--- src/rtl/imhdk_pkg.sv ---
// Shared constants, codes and types of the indexed min-heap.
// Used by the controller, the top level and the testbench; depends on nothing.
package imhdk_pkg;

  localparam int CAPACITY  = 1024;
  localparam int KEY_SPACE = 1024;
  localparam int PRIO_BITS = 16;
  localparam int KEY_W     = 10;
  localparam int POS_W     = $clog2(CAPACITY);
  localparam int CNT_W     = POS_W + 1;

  localparam logic [2:0] ST_INSERTED = 3'd0;
  localparam logic [2:0] ST_LOWERED  = 3'd1;
  localparam logic [2:0] ST_IGNORED  = 3'd2;
  localparam logic [2:0] ST_POPPED   = 3'd3;
  localparam logic [2:0] ST_EMPTY    = 3'd4;
  localparam logic [2:0] ST_FULL     = 3'd5;

  localparam logic KIND_INSERT = 1'b0;
  localparam logic KIND_POP    = 1'b1;

  typedef struct packed {
    logic [KEY_W-1:0]     key;
    logic [PRIO_BITS-1:0] prio;
  } slot_t;

  typedef struct packed {
    logic             valid;
    logic [POS_W-1:0] pos;
  } map_t;

  typedef struct packed {
    logic             we;
    logic [POS_W-1:0] waddr;
    slot_t            wdata;
    logic [POS_W-1:0] raddr;
  } heap_req_t;

  typedef struct packed {
    logic             we;
    logic [KEY_W-1:0] waddr;
    map_t             wdata;
    logic [KEY_W-1:0] raddr;
  } map_req_t;

endpackage

--- src/rtl/imhdk_ctrl.sv ---
// Sequencer of the indexed min-heap: map clearing, insert, decrease-key, pop and sifts.
// Depends on imhdk_pkg; drives the heap and position map RAMs.
module imhdk_ctrl import imhdk_pkg::*; (
  input  logic                 clk,
  input  logic                 rst,
  input  logic                 in_valid,
  output logic                 in_stall,
  input  logic                 kind,
  input  logic [KEY_W-1:0]     item_key,
  input  logic [PRIO_BITS-1:0] item_priority,
  output logic                 out_valid,
  input  logic                 out_stall,
  output logic [2:0]           status,
  output logic [KEY_W-1:0]     popped_key,
  output logic [PRIO_BITS-1:0] popped_priority,
  output logic [CNT_W-1:0]     occupancy,
  output heap_req_t            heap_req,
  input  slot_t                heap_q,
  output map_req_t             map_req,
  input  map_t                 map_q
);
  localparam logic [3:0] S_CLR    = 4'd0;
  localparam logic [3:0] S_IDLE   = 4'd1;
  localparam logic [3:0] S_IMAP   = 4'd2;
  localparam logic [3:0] S_DRD    = 4'd3;
  localparam logic [3:0] S_UP     = 4'd4;
  localparam logic [3:0] S_UPCMP  = 4'd5;
  localparam logic [3:0] S_FIN    = 4'd6;
  localparam logic [3:0] S_PROOT  = 4'd7;
  localparam logic [3:0] S_PLAST  = 4'd8;
  localparam logic [3:0] S_DN     = 4'd9;
  localparam logic [3:0] S_DNL    = 4'd10;
  localparam logic [3:0] S_DNR    = 4'd11;
  localparam logic [3:0] S_OUT    = 4'd12;

  logic [3:0]           state;
  logic [KEY_W-1:0]     clr_addr;
  logic [POS_W-1:0]     pos;
  logic [CNT_W-1:0]     cnt;
  slot_t                mov;
  slot_t                lft;
  logic [KEY_W-1:0]     key_r;
  logic [PRIO_BITS-1:0] prio_r;
  logic [2:0]           st_r;
  logic [KEY_W-1:0]     pk;
  logic [PRIO_BITS-1:0] pp;

  logic [POS_W-1:0] parent;
  logic [CNT_W-1:0] lidx;
  logic [CNT_W:0]   ridx;
  logic [CNT_W-1:0] last;
  logic             has_right;
  slot_t            child;
  logic [POS_W-1:0] cidx;
  logic             move_dn;

  assign parent    = (pos - POS_W'(1)) >> 1;
  assign lidx      = {pos, 1'b1};
  assign ridx      = {1'b0, pos, 1'b0} + (CNT_W+1)'(2);
  assign last      = cnt - CNT_W'(1);
  assign has_right = ridx < {1'b0, cnt};

  always_comb begin
    if (state == S_DNR && heap_q.prio < lft.prio) begin
      child = heap_q;
      cidx  = ridx[POS_W-1:0];
    end else if (state == S_DNR) begin
      child = lft;
      cidx  = lidx[POS_W-1:0];
    end else begin
      child = heap_q;
      cidx  = lidx[POS_W-1:0];
    end
    move_dn = child.prio < mov.prio;
  end

  always_comb begin
    heap_req = '0;
    map_req  = '0;
    map_req.raddr = item_key;
    unique case (state)
      S_CLR: begin
        map_req.we    = 1'b1;
        map_req.waddr = clr_addr;
      end
      S_IDLE: heap_req.raddr = '0;
      S_IMAP: heap_req.raddr = map_q.pos;
      S_UP: heap_req.raddr = parent;
      S_UPCMP: begin
        if (mov.prio < heap_q.prio) begin
          heap_req.we    = 1'b1;
          heap_req.waddr = pos;
          heap_req.wdata = heap_q;
          map_req.we     = 1'b1;
          map_req.waddr  = heap_q.key;
          map_req.wdata  = '{valid: 1'b1, pos: pos};
        end
      end
      S_FIN: begin
        heap_req.we    = 1'b1;
        heap_req.waddr = pos;
        heap_req.wdata = mov;
        map_req.we     = 1'b1;
        map_req.waddr  = mov.key;
        map_req.wdata  = '{valid: 1'b1, pos: pos};
      end
      S_PROOT: begin
        heap_req.raddr = last[POS_W-1:0];
        map_req.we     = 1'b1;
        map_req.waddr  = heap_q.key;
      end
      S_DN: heap_req.raddr = lidx[POS_W-1:0];
      S_DNL, S_DNR: begin
        if (state == S_DNL) begin
          heap_req.raddr = ridx[POS_W-1:0];
        end
        if ((state == S_DNR || !has_right) && move_dn) begin
          heap_req.we    = 1'b1;
          heap_req.waddr = pos;
          heap_req.wdata = child;
          map_req.we     = 1'b1;
          map_req.waddr  = child.key;
          map_req.wdata  = '{valid: 1'b1, pos: pos};
        end
      end
      default: ;
    endcase
  end

  always_ff @(posedge clk) begin
    if (rst) begin
      state    <= S_CLR;
      clr_addr <= '0;
      cnt      <= '0;
    end else begin
      unique case (state)
        S_CLR: begin
          clr_addr <= clr_addr + KEY_W'(1);
          if (clr_addr == KEY_W'(KEY_SPACE - 1)) begin
            state <= S_IDLE;
          end
        end
        S_IDLE: begin
          if (in_valid) begin
            key_r  <= item_key;
            prio_r <= item_priority;
            pk     <= '0;
            pp     <= '0;
            if (kind == KIND_POP) begin
              if (cnt == '0) begin
                st_r  <= ST_EMPTY;
                state <= S_OUT;
              end else begin
                st_r  <= ST_POPPED;
                state <= S_PROOT;
              end
            end else if ({1'b0, item_key} >= (KEY_W+1)'(KEY_SPACE)) begin
              st_r  <= ST_IGNORED;
              state <= S_OUT;
            end else begin
              state <= S_IMAP;
            end
          end
        end
        S_IMAP: begin
          if (map_q.valid) begin
            pos <= map_q.pos;
            if ({1'b0, map_q.pos} < cnt) begin
              state <= S_DRD;
            end else begin
              st_r  <= ST_IGNORED;
              state <= S_OUT;
            end
          end else if (cnt >= CNT_W'(CAPACITY)) begin
            st_r  <= ST_FULL;
            state <= S_OUT;
          end else begin
            pos   <= cnt[POS_W-1:0];
            cnt   <= cnt + CNT_W'(1);
            mov   <= '{key: key_r, prio: prio_r};
            st_r  <= ST_INSERTED;
            state <= S_UP;
          end
        end
        S_DRD: begin
          if (prio_r < heap_q.prio) begin
            mov   <= '{key: key_r, prio: prio_r};
            st_r  <= ST_LOWERED;
            state <= S_UP;
          end else begin
            st_r  <= ST_IGNORED;
            state <= S_OUT;
          end
        end
        S_UP: begin
          state <= (pos == '0) ? S_FIN : S_UPCMP;
        end
        S_UPCMP: begin
          if (mov.prio < heap_q.prio) begin
            pos   <= parent;
            state <= S_UP;
          end else begin
            state <= S_FIN;
          end
        end
        S_FIN: state <= S_OUT;
        S_PROOT: begin
          pk    <= heap_q.key;
          pp    <= heap_q.prio;
          cnt   <= last;
          state <= (last == '0) ? S_OUT : S_PLAST;
        end
        S_PLAST: begin
          mov   <= heap_q;
          pos   <= '0;
          state <= S_DN;
        end
        S_DN: begin
          state <= (lidx < cnt) ? S_DNL : S_FIN;
        end
        S_DNL: begin
          lft <= heap_q;
          if (has_right) begin
            state <= S_DNR;
          end else if (move_dn) begin
            pos   <= cidx;
            state <= S_DN;
          end else begin
            state <= S_FIN;
          end
        end
        S_DNR: begin
          if (move_dn) begin
            pos   <= cidx;
            state <= S_DN;
          end else begin
            state <= S_FIN;
          end
        end
        S_OUT: begin
          if (!out_stall) begin
            state <= S_IDLE;
          end
        end
        default: state <= S_IDLE;
      endcase
    end
  end

  assign in_stall        = state != S_IDLE;
  assign out_valid       = state == S_OUT;
  assign status          = st_r;
  assign popped_key      = pk;
  assign popped_priority = pp;
  assign occupancy       = cnt;
endmodule

--- config.mk ---
export PLATFORM = sky130hd
export DESIGN_NAME = imhdk_ctrl
export DESIGN_NICKNAME = d
export VERILOG_FILES = /design/src/rtl/imhdk_pkg.sv /design/src/rtl/imhdk_ctrl.sv
export SDC_FILE = /design/constraint.sdc
export NUM_CORES = 1
export LEC_CHECK = 0
export ABC_AREA = 1
export BUFFER_PORTS_ARGS = -buffer_cell sky130_fd_sc_hd__buf_4
export CORE_ASPECT_RATIO = 1.25
export CORE_MARGIN = 4
export CORE_UTILIZATION = 55
export CTS_BUF_LIST = sky130_fd_sc_hd__clkbuf_8
export DETAILED_ROUTE_END_ITERATION = 10
export HOLD_SLACK_MARGIN = 0.12
export PLACE_DENSITY_LB_ADDON = 0.12
export RECOVER_POWER = 25
export SYNTH_ARGS = -nofsm -noshare
export SYNTH_HDL_FRONTEND = slang
export SYNTH_SLANG_ARGS = --single-unit
--- constraint.sdc ---
create_clock -name clk -period 5.4 [get_ports clk]
set_clock_uncertainty 0.05 [all_clocks]
set_input_delay 0.54 -clock clk [delete_from_list [all_inputs] [get_ports clk]]
set_output_delay 0.54 -clock clk [all_outputs]
set_load 0.02 [all_outputs]
# Word-level counts from Yosys, hierarchy flattened
# Cells that the tools add are included.
# word_totals
inputBits	68
word_cells	127
output_inout_bits	121
ff_bits	142
# op_classes
eq_ne	25
n_lt_le_gt_ge	8
n_reduce_logical	22
mux	53
n_bitwise	1
n_addsub	5
# ops
operator	n
two-way mux 26 bit	5
one-hot mux 37 bit (3 select lines)	1
one-hot mux 10 bit (5 select lines)	2
two-way mux 10 bit	8
one-hot mux 26 bit (3 select lines)	1
two-way mux 37 bit	2
less-than comparator 16 bit	4
one-hot mux 11 bit (5 select lines)	1
one-hot mux 4 bit (13 select lines)	1
two-way mux 4 bit	12
two-way mux 22 bit	2
one-hot mux 11 bit (3 select lines)	1
one-hot mux 16 bit (2 select lines)	1
logical NOT 11 bit	2
two-way mux 11 bit	2
one-hot mux 11 bit (2 select lines)	1
two-way mux 3 bit	7
== test 4 bit, second input constant	5
one-hot mux 10 bit (2 select lines)	1
inequality test 2 bit, second input constant	9
== test 4 x 3 -> 1 bit, second input constant	4
two-way mux 16 bit	1
AND reduction 5 bit	3
adder 11 x 2 -> 12 bit, second input constant	1
27 further kinds	37

# Depth between registers and ports, before layout
# Gate-level depths: netlist (run 1).
# depth
ltp_word	7
ltp_mapped	30

# Least setup slack after synthesis (run 1)
# No wires, ideal clock.
# synth_timing
path_type	input-to-reg
start	input heap_q[7] (netlist name)
end	register mov[0] (netlist name), enable pin
setup_ns	0.475
cell_stages	9
setup_slack_ns	0.867
path_buffers	0
arrival_time_ns	4.008
cell_sequence	inv_1 -> ha_1 -> a21oi_1 -> o21ai_0 -> o21ai_0 -> o2111ai_1 -> nand2_1 -> inv_1 -> nor4_1
# synth_via
elab_chain_len	3
# synth_lines
element	line_no	rtl
start, declared	imhdk_ctrl.sv:18	input slot_t heap_q,
less-than comparator 16 bit	imhdk_ctrl.sv:186	if (prio_r < heap_q.prio) begin
inequality test 2 bit (no source line)	n/a	
AND reduction 5 bit (no source line)	n/a	
end signal, assigned	imhdk_ctrl.sv:180	mov <= '{key: key_r, prio: prio_r};
end signal, assigned	imhdk_ctrl.sv:187	mov <= '{key: key_r, prio: prio_r};
end signal, assigned	imhdk_ctrl.sv:214	mov <= heap_q;
end, declared	imhdk_ctrl.sv:40	slot_t mov;
# Every way passes these cells.
# A chain may end at the register's enable or synchronous reset.

==> run_results.csv, run 1 <==
group,metric,value,unit
outcome,outcome,"complete, no violations",
run,max_cap_violation_count,0,
route,post_drt_wl_per_cell,18.1,um
route,wirelength,28800,um
route,vias,9116,
clocking,cts_inserted_buffers,17,
clocking,post_cts_buffers,0,
sta,timing.final.ws_setup,0.239,ns
floorplan,die_area,20300,sq um
placement,placement.setup.worst_slack,0.647,ns
global_routing,grt_antenna_before_repair,0,
route,drt_drc_violations_left,0,
setup_path,cell_with_the_biggest_individual_delay_on_the_critical_path,"sky130_fd_sc_hd__edfxtp_1",
global_routing,met3_usage,0.0430,
global_routing,grt_use_total,0.283,
power,cellLeakagePower,0.00516,uW
hold_path,hold_path.class,"primary input to register",
logic_synthesis,synthesis.nets,1356,
logic_synthesis,synth-edff-count,117,
clocking,cts_root_buffer,"sky130_fd_sc_hd__clkbuf_8",
setup_path,worst-endpoint-required,4.81,ns
sta,setup_repair_after_global_routing_missed_its_margin,"no",
power,power_per_cell_area,191,nW/um^2
setup_path,startpoint_type,"register",
route,ant_nets,0,
sta,fmax,0.194,GHz
logic_synthesis,syn_area,9940,sq um
final_layout,layout.core_utilization,0.658,
clocking,cts_resized,0,
power,post-layout-total-power,2220,uW
clocking,clk_latency,0.47,ns
setup_path,worst_path_dominant_cell_family,"simple AND/OR/NAND/NOR gates",
placement,gp_routability_congestion,0.940,
floorplan,dieWidth,128,um
setup_path,crit_path_cell_trace,"ha_1 -> nand2_1 -> nor2_1 -> nand3_1 -> xor2_1 -> ha_1 -> a21oi_1 -> o21ai_0 -> o21bai_1 -> nand3_1 -> a21boi_1 -> nor2_1 -> o21ai_0 -> nand2_1 -> nor2_8 -> inv_4 -> nand2_4 -> inv_2 -> nand3_2 -> buf_4",
placement,placed_cells,1559,
sta,worst_slew_margin_rel,0.244,
logic_synthesis,post_synth_num_cell_types,55,
logic_synthesis,syn-mean-instance-area,8.35,sq um
clocking,clkTransAtPathRegs,0.10,ns
floorplan,die_height,158,um
floorplan,rows,54,
clocking,clock_tree.htree_level_count,4,
floorplan,floorplan.initialDensity,0.564,
global_routing,gr-max-usage-layer,"met2",
global_routing,grt_start_max_net_pins,54,
placement,port_buffers,188,
sta,layout_min_cycle_time,5.16,ns
power,ir_worst_vdd,162,uV
floorplan,pin_count,189,
global_routing,number_of_global_route_vias_before_repair,8856,
sta,hold_viol,0,
global_routing,grt_util_met2,0.493,
final_layout,drive_gt1_frac,0.149,
logic_synthesis,ys_async_sr_fraction,0,
route,routed_via_density,5.73,
final_layout,layoutNonFillerInstCount,1591,
clocking,cts_tree,"built",
global_routing,globalRouteOverflowTotal,0,
setup_path,setup.worst_path.end_class,"output port",
logic_synthesis,yosysSeqAreaShare,0.404,
clocking,postCtsHoldBufs,0,
sta,finalSetupTns,0,ns
final_layout,antennaDiodeCount,0,
logic_synthesis,gate_count_post_synth,1191,
sta,tightestPinTransition,1.13,ns
route,dr.pass1.iters,6,
final_layout,area.growth.synth_to_final,16.7,%
global_routing,grtUsageMet1,0.339,
final_layout,final_net_count,1519,
clocking,cts_buffer_depth,2,
setup_path,cpPeakStageDelay,0.52,ns
clocking,clock_sink_count,142,
global_routing,grt_pass1_wl,45000,um
route,iter_0_drt_violations,829,
logic_synthesis,synth_ff_type,"sky130_fd_sc_hd__edfxtp_1",
setup_path,path_class,"register to output port",
sta,setup_viol_count_final,0,
logic_synthesis,yosys_warnings,0,
sta,fin_crit_sh,0.956,
sta,drv_slew,0,
setup_path,critical_path_arrival,4.57,ns
floorplan,core_region,17600,sq um
setup_path,cp_max_fo,11,
placement,detailedPlacementHpwl,22200,um
logic_synthesis,synth-seq-cells,142,
setup_path,critical_path.n_buffers_inverters,3,
## path summary, 6_finish.rpt
kind / endpoint / cells past startpoint / startpoint / slack, ns
max reg2reg: pos[1]$_DFFE_PP_ / 21 / lft[15]$_DFFE_PP_ / 1.43
min: prio_r[0]$_DFFE_PP_ / 1 / item_priority[0] / 0.22
max: map_req[31] / 20 / pos[0]$_DFFE_PP_ / 0.24
min reg2reg: clr_addr[7]$_SDFFE_PP0N_ / 2 / clr_addr[6]$_SDFFE_PP0N_ / 0.46
## sequential cells by signal, summed over array words and instances (netlist names)
signal / flops
clr_addr: 10
key_r: 10
lft: 26
mov: 26
occupancy: 11
popped_key: 10
popped_priority: 16
pos: 10
prio_r: 16
state: 4
status: 3
## synth_stat cells, drive strengths merged, types with 2 or more instances
master / instances / area, sq um
a221oi: 3 / 26.3
or2: 2 / 12.5
o221ai: 17 / 149
o2111ai: 21 / 184
dfxtp: 25 / 500
nand3: 50 / 268
o211ai: 27 / 203
inv: 171 / 644
ha: 97 / 1210
edfxtp: 117 / 3510
clkinv: 6 / 22.5
buf: 27 / 209
o22ai: 4 / 25.0
a22oi: 2 / 15.0
nor3: 17 / 90.1
a21oi: 62 / 310
nand2: 236 / 908
a2111oi: 2 / 17.5
a21o: 4 / 30.0
nor2: 111 / 511
xor2: 23 / 201
o21ai: 102 / 514
nor4: 7 / 50.1
a211oi: 5 / 37.5
a31oi: 2 / 12.5
clkbuf: 28 / 105
nand4: 12 / 75.1
a21boi: 2 / 15.0
## power breakdown
part | leakage (uW) | total [uW] | internal (uW) | switching, uW
Sequential | 0.00126 | 1180 | 1180 | 1.27
Combinational | 0.00369 | 165 | 64.7 | 101
Clock | 0.000206 | 873 | 359 | 515
Total | 0.00516 | 2220 | 1600 | 616
## through the flow
step                instance area (sq um)  hold slack [ns]
finish                              11600            0.217
CTS                                 11800            0.167
global route                        11600            0.186
detailed placement                  11400            0.425
global placement                    11400            0.427
floorplan                            9940            0.395
## cell families (layout without fill, tap and decap cells)
| kind of cell | count (synthesis) | count (layout) | share of synthesized area |
|---|---|---|---|
| AO/OA/AOI/OAI | 260 | 260 | 0.161 |
| XOR/XNOR | 24 | 24 | 0.0211 |
| adder cells (fa/ha/maj) | 97 | 97 | 0.122 |
| buffers and inverters | 232 | 408 | 0.0987 |
| flip-flops | 142 | 142 | 0.404 |
| AND/OR/NAND/NOR | 436 | 436 | 0.193 |
## worst reg2reg max path: cells and delay by family (launching register included)
kind / cells / cell delay [ns]
simple gates: 11 / 1.32
compound gates: 5 / 0.70
flops: 1 / 0.37
fa+ha+maj: 2 / 0.56
buf+inv: 3 / 0.65
## final cells by class
cell class	instances	area, sq um
clock inverters	15	185
clock buffers	17	234
repair buffers	199	1250
multi-input cells	817	4970
fillers	1590	6040
flip-flops and latches	142	4010
inverters	177	667
well taps	224	280
## layer usage
layer	share of wire	wire, um
met3	0.068	1970
met2	0.49	14300
met5	0	0
met4	0.048	1370
met1	0.39	11200
## cells in the final DEF, fill, tap and decap left out, types with 4 or more instances in the layout
cell	count
sky130_fd_sc_hd__nand3_1	48
sky130_fd_sc_hd__nor4_1	5
sky130_fd_sc_hd__nor2_1	97
sky130_fd_sc_hd__nor3_1	16
sky130_fd_sc_hd__edfxtp_1	117
sky130_fd_sc_hd__xor2_1	23
sky130_fd_sc_hd__clkbuf_8	17
sky130_fd_sc_hd__nand4_1	12
sky130_fd_sc_hd__clkinv_1	6
sky130_fd_sc_hd__o2111ai_1	21
sky130_fd_sc_hd__o221ai_1	17
sky130_fd_sc_hd__o21ai_0	99
sky130_fd_sc_hd__inv_8	4
sky130_fd_sc_hd__dfxtp_1	25
sky130_fd_sc_hd__inv_1	164
sky130_fd_sc_hd__o22ai_1	4
sky130_fd_sc_hd__a211oi_1	5
sky130_fd_sc_hd__inv_2	6
sky130_fd_sc_hd__nand2_1	231
sky130_fd_sc_hd__clkbuf_1	65
sky130_fd_sc_hd__buf_4	105
sky130_fd_sc_hd__ha_1	97
sky130_fd_sc_hd__o211ai_1	27
sky130_fd_sc_hd__nor2_4	10
sky130_fd_sc_hd__clkinv_8	5
sky130_fd_sc_hd__a21o_1	4
sky130_fd_sc_hd__a21oi_1	61
sky130_fd_sc_hd__clkbuf_4	29
(Power assumes the default switching activity.)
==> inputs of run 2 (changes only) <==
--- a/config.mk
+++ b/config.mk
@@ -7,13 +7,15 @@
 export LEC_CHECK = 0
 export ABC_AREA = 1
 export BUFFER_PORTS_ARGS = -buffer_cell sky130_fd_sc_hd__buf_4
+export CAP_MARGIN = 20
 export CORE_ASPECT_RATIO = 1.25
 export CORE_MARGIN = 4
 export CORE_UTILIZATION = 55
 export CTS_BUF_LIST = sky130_fd_sc_hd__clkbuf_8
 export DETAILED_ROUTE_END_ITERATION = 10
+export GPL_TIMING_DRIVEN = 0
 export HOLD_SLACK_MARGIN = 0.12
-export PLACE_DENSITY_LB_ADDON = 0.12
+export PLACE_DENSITY = 0.85
 export RECOVER_POWER = 25
 export SYNTH_ARGS = -nofsm -noshare
 export SYNTH_HDL_FRONTEND = slang
==> run 2 against run 1 <==
Net effect:
- critical path depth up 2
- maximum frequency up 0.35%
- global-route usage up 1.8 points
- register-to-register slack worse by 0.60 ns
- largest cell class unchanged
- first-iteration DRC count up 17%
- clock power up 6.6%
==> run_results.csv, run 2 (synthesized netlist as in run 1, its figures left out) <==
group,metric,value,unit
global_routing,globalRouteOverflowTotal,0,
hold_path,hold_start,"item_priority[5]",
placement,detailedPlacementHpwl,24000,um
final_layout,drive_gt1_frac,0.161,
clocking,cts_root_buffer,"sky130_fd_sc_hd__clkbuf_8",
setup_path,worst_path_dominant_cell_family,"simple AND/OR/NAND/NOR gates",
final_layout,layout_common_cells,"231 x sky130_fd_sc_hd__nand2_1, 164 x sky130_fd_sc_hd__inv_1, 120 x sky130_fd_sc_hd__buf_4, 117 x sky130_fd_sc_hd__edfxtp_1, 99 x sky130_fd_sc_hd__o21ai_0",
placement,gp_routability_congestion,0.976,
setup_path,critical_path_arrival,4.55,ns
route,wirelength,30600,um
setup_path,cell_with_the_biggest_individual_delay_on_the_critical_path,"sky130_fd_sc_hd__edfxtp_1",
setup_path,crit-reg2reg-launch,"lft[15]$_DFFE_PP_",
sta,layout_min_cycle_time,5.14,ns
final_layout,sequential_cell_area,4010,sq um
hold_path,hold_path.class,"primary input to register",
sta,setup_viol_count_final,0,
global_routing,grt_start_max_net_pins,20,
power,ir_worst_vdd,206,uV
clocking,clkTransAtPathRegs,0.09,ns
clocking,cts_tree,"built",
floorplan,rows,54,
route,iter_0_drt_violations,967,
power,switching_share,0.264,
floorplan,dieWidth,128,um
setup_path,cp_max_fo,10,
setup_path,critical_path_cell_count,22,
setup_path,path_class,"register to output port",
power,p_seq_frac,0.515,
power,post-layout-total-power,2280,uW
global_routing,gr-max-usage-layer,"met2",
setup_path,startpoint_type,"register",
run,max_cap_violation_count,0,
sta,finalSetupTns,0,ns
clocking,cts_buffer_depth,2,
setup_path,rrSetupSlack,0.83,ns
global_routing,grtUsageMet1,0.351,
setup_path,timing.reg2reg.worst_path_depth,21,
power,total_switching_power,604,uW
setup_path,crit_path_cell_trace,"inv_1 -> ha_1 -> a21oi_1 -> o21ai_0 -> nor2_2 -> nand2_1 -> nand2_1 -> clkbuf_2 -> nand2_1 -> o21ai_0 -> ha_1 -> a21oi_1 -> nor2_1 -> a211oi_1 -> nand2_1 -> nand2_2 -> nand2_4 -> nor2_8 -> buf_6 -> o211ai_1 -> o2111ai_1 -> buf_4",
power,cellLeakagePower,0.00533,uW
clocking,clk_latency,0.48,ns
clocking,cts_inserted_buffers,17,
placement,dpl-instance-area,11800,sq um
floorplan,die_area,20300,sq um
sta,tightestPinTransition,0.855,ns
final_layout,fillCellCount,1516,
floorplan,core_region,17600,sq um
global_routing,number_of_global_route_vias_before_repair,9351,
clocking,post_cts_buffers,0,
setup_path,setup.worst_path.end_class,"output port",
sta,drv_slew,0,
floorplan,pin_count,189,
clocking,postCtsHoldBufs,0,
global_routing,grt_use_total,0.301,
final_layout,final_cell_area,12000,sq um
global_routing,grt_antenna_before_repair,0,
clocking,clock_tree.htree_level_count,4,
setup_path,worstSetupEndpoint,"map_req[30]",
sta,fin_crit_sh,0.952,
clocking,clock_sink_count,142,
final_layout,registers_with_the_most_flip_flops,"lft x26, mov x26",
route,post_drt_wl_per_cell,18.6,um
route,drt_drc_violations_left,0,
setup_path,critical_path.n_buffers_inverters,4,
route,dr.pass1.iters,6,
sta,fmax,0.194,GHz
floorplan,die_height,158,um
final_layout,layout.cells.most_common,"sky130_fd_sc_hd__nand2_1",
final_layout,final_net_count,1570,
placement,port_buffers,188,
route,vias,9680,
final_layout,area.growth.synth_to_final,20.3,%
placement,placed_cells,1610,
route,routed_via_density,5.90,
floorplan,floorplan.initialDensity,0.564,
setup_path,timing.rr.end,"pos[4]$_DFFE_PP_",
final_layout,layoutNonFillerInstCount,1642,
power,power.share.combinational,0.077,
sta,hold_viol,0,
setup_path,worst-endpoint-required,4.81,ns
route,ant_nets,0,
setup_path,cpPeakStageDelay,0.37,ns
power,clock_power_share,0.408,
setup_path,critPathMostFrequentCell,"sky130_fd_sc_hd__nand2_1",
final_layout,area_occupied_by_multi_input_gates,4980,sq um
power,power_per_cell_area,191,nW/um^2
final_layout,antennaDiodeCount,0,
global_routing,grt_util_met2,0.532,
setup_path,timing.critical_path.from,"lft[15]$_DFFE_PP_",
outcome,outcome,"complete, no violations",
global_routing,met3_usage,0.0527,
sta,worst_slew_margin_rel,0.430,
global_routing,grt_pass1_wl,47900,um
power,cellInternalPower,1680,uW
## run 2: power by group through the flow
stage / sequential, uW / clock (uW) / combinational, uW
2_1_floorplan: 1200 / 0 / 94.4
3_3_place_gp: 1200 / 0 / 176
3_5_place_dp: 1200 / 0 / 183
4_1_cts: 1180 / 936 / 185
5_1_grt: 1180 / 989 / 196
6_report: 1180 / 931 / 176
## run 2: final cells by class
type | instances | area share
Buffer | 55 | 0.0266
Clock buffer | 17 | 0.0196
Clock inverter | 15 | 0.0166
Inverter | 177 | 0.0558
Multi-Input combinational cell | 817 | 0.416
Sequential cell | 142 | 0.336
Tap cell | 224 | 0.0234
Timing Repair Buffer | 195 | 0.106
## run 2: what timing repair did
item | in CTS | in global routing
endpoints found under the setup margin | 0 | 52
endpoints found under the hold margin | 0 | 0
resized for setup | 0 | 7
## run 2: how the worst min path moves through the flow
stage / end / slack (ns) / cells after the start
after floorplan: clr_addr[9]$_SDFFE_PP0N_ / 0.39 / 2
after global placement: clr_addr[7]$_SDFFE_PP0N_ / 0.42 / 2
after detailed placement: clr_addr[7]$_SDFFE_PP0N_ / 0.42 / 2
after CTS: prio_r[7]$_DFFE_PP_ / 0.17 / 1
after global routing: prio_r[0]$_DFFE_PP_ / 0.19 / 1
final: prio_r[5]$_DFFE_PP_ / 0.21 / 1
## run 2: stage by stage
| stage | utilization | hold WS (ns) | worst slack (ns) |
|---|---|---|---|
| after global routing | 0.678 | 0.185 | -0.0905 |
| after detailed placement | 0.667 | 0.420 | 0.358 |
| after global placement | 0.660 | 0.418 | -1.20 |
| after floorplan | - | 0.395 | 0.867 |
| final | 0.678 | 0.214 | 0.257 |
| after CTS | 0.692 | 0.175 | 0.133 |
## run 2: metal layers
metal | routed length (um) | up-vias
met2 | 15400 | 566
met3 | 2470 | 112
li1 | - | 4545
met4 | 1480 | 0
met1 | 11300 | 4457
met5 | 0 | -
## run 2: worst reg2reg max path, delay by kind of cell, from the launching register on
family / cells / cell delay, ns
fa+ha+maj: 2 / 0.58
buf+inv: 3 / 0.66
compound gates: 5 / 0.88
simple gates: 11 / 1.76
flops: 1 / 0.37
